$ cat src/design/nfcs_pkg.sv
`timescale 1ns / 1ps
// Package for the NOR flash command sequencer: operation codes, command kinds,
// flash command constants and the descriptor carried from front to back.
// No dependencies.
package nfcs_pkg;

    // Operation codes on the input tuser
    localparam logic [2:0] OP_PROGRAM = 3'd0;
    localparam logic [2:0] OP_ERASE   = 3'd1;
    localparam logic [2:0] OP_RESET   = 3'd2;
    localparam logic [2:0] OP_ID      = 3'd3;
    localparam logic [2:0] OP_CFI     = 3'd4;
    localparam logic [2:0] OP_POLL    = 3'd5;

    // Bus addresses and command bytes
    localparam logic [11:0] UNLOCK1_ADDR = 12'h555;
    localparam logic [11:0] UNLOCK2_ADDR = 12'h2AA;
    localparam logic [11:0] RESET_ADDR   = 12'h0FF;
    localparam logic [11:0] CFI_ADDR     = 12'h055;
    localparam logic [15:0] UNLOCK1_DATA = 16'h00AA;
    localparam logic [15:0] UNLOCK2_DATA = 16'h0055;
    localparam logic [15:0] PROGRAM_CMD  = 16'h00A0;
    localparam logic [15:0] ERASE_CMD    = 16'h0080;
    localparam logic [15:0] SECTOR_CMD   = 16'h0030;
    localparam logic [15:0] RESET_CMD    = 16'h00F0;
    localparam logic [15:0] ID_CMD       = 16'h0090;
    localparam logic [15:0] CFI_CMD      = 16'h0098;
    localparam logic [7:0]  LOW_BYTE     = 8'hFF;
    localparam int          Q6_BIT       = 6;

    localparam int END_W  = 25;
    localparam int STEP_W = 3;

    localparam logic [END_W-1:0] FLASH_END_RESET = 25'h0200000;

    typedef enum logic [2:0] {
        KIND_PROGRAM,
        KIND_ERASE,
        KIND_RESET,
        KIND_ID,
        KIND_CFI,
        KIND_POLL,
        KIND_ERROR
    } kind_t;

    // Classified request, minus the word address
    typedef struct packed {
        kind_t       kind;
        logic        rdy;
        logic [15:0] data;
    } cmd_t;

    // Index of the final bus write of each kind
    function automatic logic [STEP_W-1:0] last_step(input kind_t kind);
        logic [STEP_W-1:0] s;
        case (kind)
            KIND_PROGRAM: s = 3'd3;
            KIND_ERASE:   s = 3'd5;
            KIND_ID:      s = 3'd2;
            default:      s = 3'd0;
        endcase
        return s;
    endfunction

endpackage

$ cat src/design/nfcs_front.sv
`timescale 1ns / 1ps
// Front end: accepts request beats, checks range, evaluates status polls
// and classifies each request into a descriptor. Uses nfcs_pkg.
module nfcs_front #(
    parameter int ADDRESS_BITS = 24
) (
    input  logic                          aclk,
    input  logic                          aresetn,
    input  logic                          cfg_wr_en,
    input  logic [nfcs_pkg::END_W-1:0]    cfg_wr_data,
    input  logic                          in_fire,
    input  logic [2:0]                    operation,
    input  logic [ADDRESS_BITS-1:0]       byte_address,
    input  logic [15:0]                   write_data,
    input  logic [1:0]                    span,
    input  logic [15:0]                   status_value,
    output logic                          push,
    output nfcs_pkg::cmd_t                cmd,
    output logic [ADDRESS_BITS-2:0]       cmd_word
);

    localparam int CW = ((ADDRESS_BITS > nfcs_pkg::END_W) ? ADDRESS_BITS : nfcs_pkg::END_W) + 1;

    logic [nfcs_pkg::END_W-1:0] flash_end_reg;
    logic                       prev_toggle_reg, prev_toggle_next;
    logic                       prev_valid_reg, prev_valid_next;
    logic                       prog_err, erase_err, q6, keep;

    always_ff @(posedge aclk) begin
        if (!aresetn) begin
            flash_end_reg   <= nfcs_pkg::FLASH_END_RESET;
            prev_toggle_reg <= 1'b0;
            prev_valid_reg  <= 1'b0;
        end else begin
            if (cfg_wr_en) begin
                flash_end_reg <= cfg_wr_data;
            end
            prev_toggle_reg <= prev_toggle_next;
            prev_valid_reg  <= prev_valid_next;
        end
    end

    assign prog_err  = (CW'(byte_address) + CW'(span)) > CW'(flash_end_reg);
    assign erase_err = CW'(byte_address) > CW'(flash_end_reg);
    assign q6        = status_value[nfcs_pkg::Q6_BIT];
    assign cmd_word  = byte_address[ADDRESS_BITS-1:1];

    always_comb begin
        prev_toggle_next = prev_toggle_reg;
        prev_valid_next  = prev_valid_reg;
        keep             = 1'b1;
        cmd.kind         = nfcs_pkg::KIND_ERROR;
        cmd.rdy          = 1'b0;
        cmd.data         = write_data;
        case (operation)
            nfcs_pkg::OP_PROGRAM: begin
                if (prog_err) begin
                    cmd.kind = nfcs_pkg::KIND_ERROR;
                end else begin
                    cmd.kind = nfcs_pkg::KIND_PROGRAM;
                    // drop a zero-span program once it passed the range check
                    keep     = (span != 2'd0);
                end
                if (span[0]) begin
                    cmd.data = {8'h00, write_data[7:0] & nfcs_pkg::LOW_BYTE};
                end
            end
            nfcs_pkg::OP_ERASE: begin
                cmd.kind = erase_err ? nfcs_pkg::KIND_ERROR : nfcs_pkg::KIND_ERASE;
            end
            nfcs_pkg::OP_RESET: cmd.kind = nfcs_pkg::KIND_RESET;
            nfcs_pkg::OP_ID:    cmd.kind = nfcs_pkg::KIND_ID;
            nfcs_pkg::OP_CFI:   cmd.kind = nfcs_pkg::KIND_CFI;
            nfcs_pkg::OP_POLL: begin
                cmd.kind = nfcs_pkg::KIND_POLL;
                cmd.rdy  = prev_valid_reg && (q6 == prev_toggle_reg);
            end
            default: keep = 1'b0;
        endcase
        if (in_fire) begin
            if (operation == nfcs_pkg::OP_POLL) begin
                prev_toggle_next = q6;
                prev_valid_next  = 1'b1;
            end else if (operation inside {[nfcs_pkg::OP_PROGRAM:nfcs_pkg::OP_CFI]}) begin
                prev_valid_next = 1'b0;
            end
        end
    end

    assign push = in_fire && keep;

    // a poll right after an erase command never reports ready
    assert property (@(posedge aclk) disable iff (!aresetn)
        in_fire && (operation == nfcs_pkg::OP_ERASE) |=> !prev_valid_reg)
        else $error("toggle history survived a command");

    // first poll after reset or command cannot be ready
    assert property (@(posedge aclk) disable iff (!aresetn)
        push && (cmd.kind == nfcs_pkg::KIND_POLL) && !prev_valid_reg |-> !cmd.rdy)
        else $error("ready reported without a previous poll");

    // every accepted poll leaves a valid toggle history
    assert property (@(posedge aclk) disable iff (!aresetn)
        in_fire && (operation == nfcs_pkg::OP_POLL) |=> prev_valid_reg)
        else $error("poll did not record toggle bit");

endmodule

$ cat src/design/nfcs_fifo.sv
`timescale 1ns / 1ps
// Small register queue between the front end and the back end.
// No package dependencies.
module nfcs_fifo #(
    parameter int WIDTH = 8,
    parameter int DEPTH = 4
) (
    input  logic             aclk,
    input  logic             aresetn,
    input  logic             push,
    input  logic [WIDTH-1:0] push_data,
    input  logic             pop,
    output logic [WIDTH-1:0] head_data,
    output logic             full,
    output logic             empty
);

    localparam int PTR_W = (DEPTH > 1) ? $clog2(DEPTH) : 1;
    localparam int CNT_W = $clog2(DEPTH + 1);

    logic [WIDTH-1:0] mem_reg [DEPTH];
    logic [PTR_W-1:0] wr_ptr_reg, rd_ptr_reg;
    logic [CNT_W-1:0] count_reg;
    logic             do_push, do_pop;

    assign full      = (count_reg == CNT_W'(DEPTH));
    assign empty     = (count_reg == '0);
    assign do_push   = push && !full;
    assign do_pop    = pop && !empty;
    assign head_data = mem_reg[rd_ptr_reg];

    always_ff @(posedge aclk) begin
        if (do_push) begin
            mem_reg[wr_ptr_reg] <= push_data;
        end
    end

    always_ff @(posedge aclk) begin
        if (!aresetn) begin
            wr_ptr_reg <= '0;
            rd_ptr_reg <= '0;
            count_reg  <= '0;
        end else begin
            if (do_push) begin
                wr_ptr_reg <= (wr_ptr_reg == PTR_W'(DEPTH - 1)) ? '0 : wr_ptr_reg + 1'b1;
            end
            if (do_pop) begin
                rd_ptr_reg <= (rd_ptr_reg == PTR_W'(DEPTH - 1)) ? '0 : rd_ptr_reg + 1'b1;
            end
            if (do_push && !do_pop) begin
                count_reg <= count_reg + 1'b1;
            end else if (do_pop && !do_push) begin
                count_reg <= count_reg - 1'b1;
            end
        end
    end

    assert property (@(posedge aclk) disable iff (!aresetn) count_reg <= CNT_W'(DEPTH))
        else $error("queue count overflow");

    assert property (@(posedge aclk) disable iff (!aresetn) !(push && full))
        else $error("push into full queue");

    assert property (@(posedge aclk) disable iff (!aresetn) !(pop && empty))
        else $error("pop from empty queue");

endmodule

$ cat src/design/nfcs_back.sv
`timescale 1ns / 1ps
// Back end: expands the head descriptor into result beats, one per cycle while
// the output is not stalled, into a registered output stage. Uses nfcs_pkg.
module nfcs_back #(
    parameter int ADDRESS_BITS = 24
) (
    input  logic                    aclk,
    input  logic                    aresetn,
    input  logic                    head_valid,
    input  nfcs_pkg::cmd_t          head_cmd,
    input  logic [ADDRESS_BITS-2:0] head_word,
    output logic                    pop,
    output logic                    out_valid,
    input  logic                    out_ready,
    output logic [ADDRESS_BITS-2:0] out_addr,
    output logic [15:0]             out_data,
    output logic                    out_wr,
    output logic                    out_rdy,
    output logic                    out_err,
    output logic                    out_last
);

    localparam int WA = ADDRESS_BITS - 1;

    logic                        valid_reg, valid_next;
    logic [nfcs_pkg::STEP_W-1:0] step_reg, step_next;
    logic [WA-1:0]               addr_reg;
    logic [15:0]                 data_reg;
    logic                        wr_reg, rdy_reg, err_reg, last_reg;
    logic                        load;
    logic [WA-1:0]               res_addr;
    logic [15:0]                 res_data;
    logic                        res_wr, res_rdy, res_err, res_last;

    assign load = head_valid && (!valid_reg || out_ready);
    assign pop  = load && res_last;

    always_comb begin
        res_addr = '0;
        res_data = '0;
        res_wr   = 1'b1;
        res_rdy  = 1'b0;
        res_err  = 1'b0;
        case (head_cmd.kind)
            nfcs_pkg::KIND_PROGRAM: begin
                case (step_reg)
                    3'd0: begin
                        res_addr = WA'(nfcs_pkg::UNLOCK1_ADDR);
                        res_data = nfcs_pkg::UNLOCK1_DATA;
                    end
                    3'd1: begin
                        res_addr = WA'(nfcs_pkg::UNLOCK2_ADDR);
                        res_data = nfcs_pkg::UNLOCK2_DATA;
                    end
                    3'd2: begin
                        res_addr = WA'(nfcs_pkg::UNLOCK1_ADDR);
                        res_data = nfcs_pkg::PROGRAM_CMD;
                    end
                    default: begin
                        res_addr = head_word;
                        res_data = head_cmd.data;
                    end
                endcase
            end
            nfcs_pkg::KIND_ERASE: begin
                case (step_reg)
                    3'd0, 3'd3: begin
                        res_addr = WA'(nfcs_pkg::UNLOCK1_ADDR);
                        res_data = nfcs_pkg::UNLOCK1_DATA;
                    end
                    3'd1, 3'd4: begin
                        res_addr = WA'(nfcs_pkg::UNLOCK2_ADDR);
                        res_data = nfcs_pkg::UNLOCK2_DATA;
                    end
                    3'd2: begin
                        res_addr = WA'(nfcs_pkg::UNLOCK1_ADDR);
                        res_data = nfcs_pkg::ERASE_CMD;
                    end
                    default: begin
                        res_addr = head_word;
                        res_data = nfcs_pkg::SECTOR_CMD;
                    end
                endcase
            end
            nfcs_pkg::KIND_RESET: begin
                res_addr = WA'(nfcs_pkg::RESET_ADDR);
                res_data = nfcs_pkg::RESET_CMD;
            end
            nfcs_pkg::KIND_ID: begin
                case (step_reg)
                    3'd0: begin
                        res_addr = WA'(nfcs_pkg::UNLOCK1_ADDR);
                        res_data = nfcs_pkg::UNLOCK1_DATA;
                    end
                    3'd1: begin
                        res_addr = WA'(nfcs_pkg::UNLOCK2_ADDR);
                        res_data = nfcs_pkg::UNLOCK2_DATA;
                    end
                    default: begin
                        res_addr = WA'(nfcs_pkg::UNLOCK1_ADDR);
                        res_data = nfcs_pkg::ID_CMD;
                    end
                endcase
            end
            nfcs_pkg::KIND_CFI: begin
                res_addr = WA'(nfcs_pkg::CFI_ADDR);
                res_data = nfcs_pkg::CFI_CMD;
            end
            nfcs_pkg::KIND_POLL: begin
                res_wr  = 1'b0;
                res_rdy = head_cmd.rdy;
            end
            default: begin
                res_wr  = 1'b0;
                res_err = 1'b1;
            end
        endcase
        res_last = (step_reg == nfcs_pkg::last_step(head_cmd.kind));
    end

    always_comb begin
        step_next  = step_reg;
        valid_next = valid_reg;
        if (load) begin
            step_next  = res_last ? '0 : step_reg + 1'b1;
            valid_next = 1'b1;
        end else if (out_ready) begin
            valid_next = 1'b0;
        end
    end

    always_ff @(posedge aclk) begin
        if (!aresetn) begin
            valid_reg <= 1'b0;
            step_reg  <= '0;
        end else begin
            valid_reg <= valid_next;
            step_reg  <= step_next;
        end
    end

    always_ff @(posedge aclk) begin
        if (load) begin
            addr_reg <= res_addr;
            data_reg <= res_data;
            wr_reg   <= res_wr;
            rdy_reg  <= res_rdy;
            err_reg  <= res_err;
            last_reg <= res_last;
        end
    end

    assign out_valid = valid_reg;
    assign out_addr  = addr_reg;
    assign out_data  = data_reg;
    assign out_wr    = wr_reg;
    assign out_rdy   = rdy_reg;
    assign out_err   = err_reg;
    assign out_last  = last_reg;

    assert property (@(posedge aclk) disable iff (!aresetn) step_reg <= 3'd5)
        else $error("step counter out of range");

    assert property (@(posedge aclk) disable iff (!aresetn)
        valid_reg && (err_reg || rdy_reg) |-> !wr_reg && last_reg)
        else $error("status result marked as bus write or not last");

    assert property (@(posedge aclk) disable iff (!aresetn)
        pop |=> step_reg == '0)
        else $error("step not rewound after descriptor retired");

endmodule

$ cat src/design/nor_flash_command_sequencer.sv
`timescale 1ns / 1ps
// Top level of the NOR flash command sequencer.
// Instantiates nfcs_front, nfcs_fifo and nfcs_back; uses nfcs_pkg.
//
// Usage:
//   The s_axis channel takes one request per beat: tuser holds the operation
//   (program halfword, sector erase, reset, ID entry, CFI entry, status poll),
//   tdata the byte address, write data, span and status read data. The
//   m_axis channel returns the results: each bus write of the JEDEC command
//   run (flash word address and data), a single range-error beat, or a poll
//   beat with the ready flag. tlast marks the final beat of each request.
//   cfg_wr_en/cfg_wr_data load flash_end; write it only while idle.
// Path: an accepted request enters the descriptor queue; its first result beat
//   is then registered into the output stage. Throughput: one result beat per
//   cycle from the back end while m_axis_tready is high; erase yields 6 beats,
//   program 4, ID entry 3, the rest 1. Requests that yield no beat are dropped.
//   The front keeps taking requests until the descriptor queue is full.
// Reset: clears flash_end to 2 MiB, the toggle history, queue and output.
// Stall: while m_axis_tready is low the output beat holds, the back end halts
//   and the queue fills; s_axis_tready drops once it is full.
module nor_flash_command_sequencer #(
    parameter int ADDRESS_BITS = 24,
    parameter int QUEUE_DEPTH  = 4
) (
    input  logic                                      aclk,
    input  logic                                      aresetn,
    // configuration
    input  logic                                      cfg_wr_en,
    input  logic [nfcs_pkg::END_W-1:0]                cfg_wr_data,
    // request channel
    input  logic                                      s_axis_tvalid,
    output logic                                      s_axis_tready,
    // tdata: byte_address, write_data[15:0], span[1:0], status_value[15:0], zero fill
    input  logic [((ADDRESS_BITS+34+7)/8)*8-1:0]      s_axis_tdata,
    // tuser: operation[2:0]
    input  logic [2:0]                                s_axis_tuser,
    // result channel
    output logic                                      m_axis_tvalid,
    input  logic                                      m_axis_tready,
    // tdata: bus_word_address, bus_data[15:0], zero fill
    output logic [((ADDRESS_BITS-1+16+7)/8)*8-1:0]    m_axis_tdata,
    // tuser: bus_write, ready_res, range_error
    output logic [2:0]                                m_axis_tuser,
    output logic                                      m_axis_tlast
);

    localparam int WA     = ADDRESS_BITS - 1;
    localparam int S_W    = ((ADDRESS_BITS + 34 + 7) / 8) * 8;
    localparam int M_W    = ((WA + 16 + 7) / 8) * 8;
    localparam int Q_W    = WA + $bits(nfcs_pkg::cmd_t);

    logic                    in_fire;
    logic                    push, pop, q_full, q_empty;
    nfcs_pkg::cmd_t          front_cmd, head_cmd;
    logic [WA-1:0]           front_word, head_word;
    logic [Q_W-1:0]          head_bits;
    logic [WA-1:0]           out_addr;
    logic [15:0]             out_data;
    logic                    out_wr, out_rdy, out_err;

    // accept whenever the queue has room; results never block the front directly
    assign s_axis_tready = !q_full;
    assign in_fire       = s_axis_tvalid && s_axis_tready;

    nfcs_front #(
        .ADDRESS_BITS (ADDRESS_BITS)
    ) u_front (
        .aclk         (aclk),
        .aresetn      (aresetn),
        .cfg_wr_en    (cfg_wr_en),
        .cfg_wr_data  (cfg_wr_data),
        .in_fire      (in_fire),
        .operation    (s_axis_tuser),
        .byte_address (s_axis_tdata[ADDRESS_BITS-1:0]),
        .write_data   (s_axis_tdata[ADDRESS_BITS+15:ADDRESS_BITS]),
        .span         (s_axis_tdata[ADDRESS_BITS+17:ADDRESS_BITS+16]),
        .status_value (s_axis_tdata[ADDRESS_BITS+33:ADDRESS_BITS+18]),
        .push         (push),
        .cmd          (front_cmd),
        .cmd_word     (front_word)
    );

    // hold classified requests while the back end works through long runs
    nfcs_fifo #(
        .WIDTH (Q_W),
        .DEPTH (QUEUE_DEPTH)
    ) u_queue (
        .aclk      (aclk),
        .aresetn   (aresetn),
        .push      (push),
        .push_data ({front_word, front_cmd}),
        .pop       (pop),
        .head_data (head_bits),
        .full      (q_full),
        .empty     (q_empty)
    );

    assign head_word = head_bits[Q_W-1:$bits(nfcs_pkg::cmd_t)];
    assign head_cmd  = nfcs_pkg::cmd_t'(head_bits[$bits(nfcs_pkg::cmd_t)-1:0]);

    // expand one result beat per cycle, while m_axis_tready allows, into the output register
    nfcs_back #(
        .ADDRESS_BITS (ADDRESS_BITS)
    ) u_back (
        .aclk       (aclk),
        .aresetn    (aresetn),
        .head_valid (!q_empty),
        .head_cmd   (head_cmd),
        .head_word  (head_word),
        .pop        (pop),
        .out_valid  (m_axis_tvalid),
        .out_ready  (m_axis_tready),
        .out_addr   (out_addr),
        .out_data   (out_data),
        .out_wr     (out_wr),
        .out_rdy    (out_rdy),
        .out_err    (out_err),
        .out_last   (m_axis_tlast)
    );

    // pack result fields, lowest first, zero fill to whole bytes
    assign m_axis_tdata = M_W'({out_data, out_addr});
    assign m_axis_tuser = {out_err, out_rdy, out_wr};

    // a full queue must stop the request channel
    assert property (@(posedge aclk) disable iff (!aresetn) q_full |-> !s_axis_tready)
        else $error("request accepted into full queue");

    // results only come from queued descriptors
    assert property (@(posedge aclk) disable iff (!aresetn)
        !m_axis_tvalid && q_empty |=> !m_axis_tvalid)
        else $error("result beat without a queued request");

    // an error beat never carries a bus write
    assert property (@(posedge aclk) disable iff (!aresetn)
        m_axis_tvalid && m_axis_tuser[2] |-> m_axis_tlast && !m_axis_tuser[0])
        else $error("range error beat malformed");

    // keep the input width check local: tdata must cover all fields
    assert property (@(posedge aclk) disable iff (!aresetn) S_W >= ADDRESS_BITS + 34)
        else $error("request tdata too narrow");

endmodule
$ cat config.mk
export PLATFORM = sky130hd
export DESIGN_NAME = nor_flash_command_sequencer
export DESIGN_NICKNAME = d
export VERILOG_FILES = /design/src/design/nfcs_pkg.sv /design/src/design/nfcs_front.sv /design/src/design/nfcs_fifo.sv /design/src/design/nfcs_back.sv /design/src/design/nor_flash_command_sequencer.sv
export SDC_FILE = /design/constraint.sdc
export NUM_CORES = 1
export LEC_CHECK = 0
export BUFFER_PORTS_ARGS = -buffer_cell sky130_fd_sc_hd__buf_2
export CORE_MARGIN = 2
export CORE_UTILIZATION = 55
export CTS_BUF_LIST = sky130_fd_sc_hd__clkbuf_4 sky130_fd_sc_hd__clkbuf_8
export CTS_CLUSTER_DIAMETER = 40
export DETAILED_ROUTE_END_ITERATION = 7
export PLACE_DENSITY = 0.9
export REMOVE_ABC_BUFFERS = 1
export SETUP_SLACK_MARGIN = 0.15
export SLEW_MARGIN = 20
export SYNTH_ARGS = -nofsm -noshare
export SYNTH_HDL_FRONTEND = slang
export SYNTH_HIERARCHICAL = 1
export SYNTH_SLANG_ARGS = --single-unit
export TNS_END_PERCENT = 100
$ cat constraint.sdc
create_clock -name aclk -period 4.41 [get_ports aclk]
set_input_delay 0.2205 -clock aclk [delete_from_list [all_inputs] [get_ports aclk]]
set_output_delay 0.2205 -clock aclk [all_outputs]
set_load 0.01 [all_outputs]
==> flow_summary.yaml <==
cts:
  htree_num_levels: 2
  clk_pin_slew_ns: 0.06
  clockBufferDepth: 3
  cts_tree: "yes"
  root_buffer: "clkbuf_8"
  cts_setup_buffers: 0
  clkLatencyLatePin_ns: 0.56
  cts_sinks: 255
  cts_made_buffers: 42
grt:
  grt_usage: 0.2185
  grt_start_max_net_pins: 40
  first_global_vias: 7724
  antenna_found_initial: 2
  grt_pass1_wl_mm: 40.13
  grt_overflow: 0
setup_path:
  crit_fanout: 7
  worst_ep_arrival_time_ns: 4.62
  rr_endpoint: "u_queue/count_reg[2]"
  cp.required_ns: 4.86
  path_delay_family: "simple AND/OR/NAND/NOR gates"
  critPathSlowestCell: "dlygate4sd3_1"
  rr_worst_depth: 11
  critPathLaunchType: "primary input"
  endpoint_kind: "flop"
  cp.buffers_inverters: 4
  reg2reg_slack_ns: 0.55
  crit_cells: 20
  path_class: "in -> reg"
  crit_chain: "dlygate4sd3_1, buf_2, and3_1, and3_1, buf_4, xor2_1, ha_1, nand4_1, nor4_2, and4_1, o31a_1, o21bai_1, a31oi_2, nor2b_4, ha_1, inv_1, fa_1, xor2_1, or3_1, a21boi_0"
  cp_slowest_stage_delay_ns: 0.54
floorplan:
  pin_count: 143
  coreArea_sq_mm: 0.02169
  die_area_sq_mm: 0.02316
  dieHeight_microns: 152.2
  rows: 54
  start_util: 0.5569
  dieWidth_microns: 152.2
sta:
  fin_crit_sh: 0.9461
  period_minus_slack_ns: 4.172
  worst_slack_ns: 0.2378
  hold_ws_ns: 0.04208
  worst_slew_pin_slew_ns: 0.7726
  drv_slew: 0
  fmax_mhz: 239.7
  setup_viol: 0
  finClkSkew_ns: 0.03790
  hold_violations: 0
  relSlewSlack: 0.4716
  grt_setup_unrepaired: "false"
power:
  combinationalPowerShare: 0.284
  p_clk_frac: 0.268
  p_seq_frac: 0.448
  power.density_mw_per_mm2: 517.8
  leakagePower_uw: 0.005433
  switching_share: 0.3079
  p_switching_uw: 2282
  p_int_uw: 5128
  ir_drop_uv: 279.0
synth:
  ys_ff_latch: 255
  yosysWarnings: 6
  netlist_area_sq_mm: 0.01208
  synth_top_flop_cell: "edfxtp_1"
  postSynthCellCount: 829
  synth_top_area_share: 0.5345
  synth_edf_count: 215
  async_flop_share: 0
  ys_types: 72
  synth_seq_area_share: 0.6008
  syn_avg_cell_area_sq_um: 14.57
  synthTopCellsByArea: "edfxtp_1 (53%), mux4_2 (7.5%), dfxtp_1 (6.6%)"
  yosysTopAreaCell: "edfxtp_1"
drt:
  drt_iter0_drc: 741
  drt_first_pass_iters: 6
  drt-wirelength-per-cell_microns: 18.98
  viasPerCell: 5.663
  wl_mm: 25.30
  vias: 7549
  drc_errors: 0
  antenna_left: 0
finish:
  largest_reg_flops: 172
  drive_gt1_frac: 0.2811
  n_fill_cell: 1447
  fin_nets: 1181
  num_antenna_cells: 0
  syn_to_final_growth_pct: 18.46
hold_path:
  worstHoldEndpoint: "u_queue/mem_reg[3][31]"
  min_from: "s_axis_tdata[12]"
  min_path_cells: 2
  hold_class: "in -> reg"
placement:
  pre_cts_ws_ns: -0.2446
  gp_congestion: 0.8627
  place.detailed.hpwl_mm: 17.12
  port_buffers: 120
status:
  outcome: "complete, no violations"
job:
  cap_violations: 0
[placed cells by master, fill, tap and decap left out, types with 6 or more instances in the layout]
cell,count
nor2b_1,52
mux4_2,40
nand2_1,41
dfxtp_1,38
and2_1,12
buf_4,37
nor2_1,22
o21ai_0,16
clkbuf_8,43
xor2_1,6
a21oi_1,20
inv_1,40
nand4_1,10
mux2i_1,28
buf_2,120
and3_1,9
edfxtp_1,215
a21o_1,10
nor3_1,11
xnor2_1,21
nand3_1,19
dlygate4sd3_1,43
ha_1,62
clkbuf_4,12
clkinv_1,12
buf_12,8
[power by group through the flow]
stage,sequential (uW),combinational [uW],clock (uW)
final,3320,2100,1990
after global routing,3360,2290,2130
after CTS,3330,2090,2020
after detailed placement,3370,2050,0
after global placement,3350,1990,0
after floorplan,3490,1170,0
[per-layer routing]
metal  global-route usage  vias to the layer above  routed length, microns
li1                     -                     3503                       -
met1               0.2792                     3664                   10450
met2               0.3822                      320                   12590
met3              0.03925                       58                    1649
met4              0.06854                        4                     588
met5                    0                        -                      24
[kinds of logic after synthesis]
kind of cell    after synthesis  share of synthesized area
compound gates               99                    0.05811
xor+xnor                     27                    0.01958
fa+ha+maj                    64                    0.06754
buf+inv                     103                    0.05034
flops                       255                     0.6008
mux                          71                     0.1043
other cells                   1                  0.0003105
simple gates                209                    0.09903
[what timing repair did]
item                                   4_1_cts  5_1_grt
gates resized for setup                      0        6
setup endpoints to repair                    0        1
hold buffers                                43        0
endpoints found under the hold margin       94        0
[Yosys cell counts (all sizes together), types with 6 or more instances]
cell and number:
nor3 13, nand4 11, clkbuf 13, inv 41
nand2 41, a31oi 6, xnor2 21, a21o 13
buf 48, ha 62, and2 17, o21ai 17
xor2 6, a21boi 6, a21oi 20, mux2i 28
edfxtp 215, nand3 19, nor2b 53, nor2 22
mux4 43, dfxtp 40, and3 9
[layout make-up]
| type | instances | area, sq um | share of cell area |
|---|---|---|---|
| flip-flops and latches | 255 | 7259 | 0.5073 |
| repair buffers | 208 | 1469 | 0.1027 |
| clock buffers | 55 | 681.9 | 0.04766 |
| multi-input cells | 471 | 4249 | 0.2970 |
| clock inverters | 22 | 140.1 | 0.009794 |
| inverters | 42 | 158.9 | 0.01111 |
| well taps | 280 | 350.3 | 0.02448 |
[stage by stage]
step | instances | power, uW | util | area (sq um) | setup TNS, ns
3_3_place_gp | 1213 | 5343 | 0.6006 | 13030 | -0.08417
4_1_cts | 1333 | 7443 | 0.6584 | 14280 | 0
5_1_grt | 1333 | 7786 | 0.6597 | 14310 | 0
2_1_floorplan | 768 | 4659 | - | 11630 | -36.78
6_report | 1333 | 7410 | 0.6597 | 14310 | 0
3_5_place_dp | 1213 | 5430 | 0.6006 | 13030 | -0.2446
[worst max-delay path by stage]
stage,start,endpoint,slack (ns)
2_1_floorplan,flop,u_queue/count_reg[2],-0.34
3_3_place_gp,s_axis_tdata[0],u_queue/count_reg[2],-0.08
3_5_place_dp,s_axis_tdata[0],u_queue/count_reg[2],-0.24
4_1_cts,s_axis_tdata[17],u_queue/count_reg[2],0.18
5_1_grt,s_axis_tdata[0],u_queue/count_reg[2],0.09
6_report,s_axis_tdata[17],u_queue/count_reg[2],0.24
No activity file was read; power rests on OpenSTA's default activity.
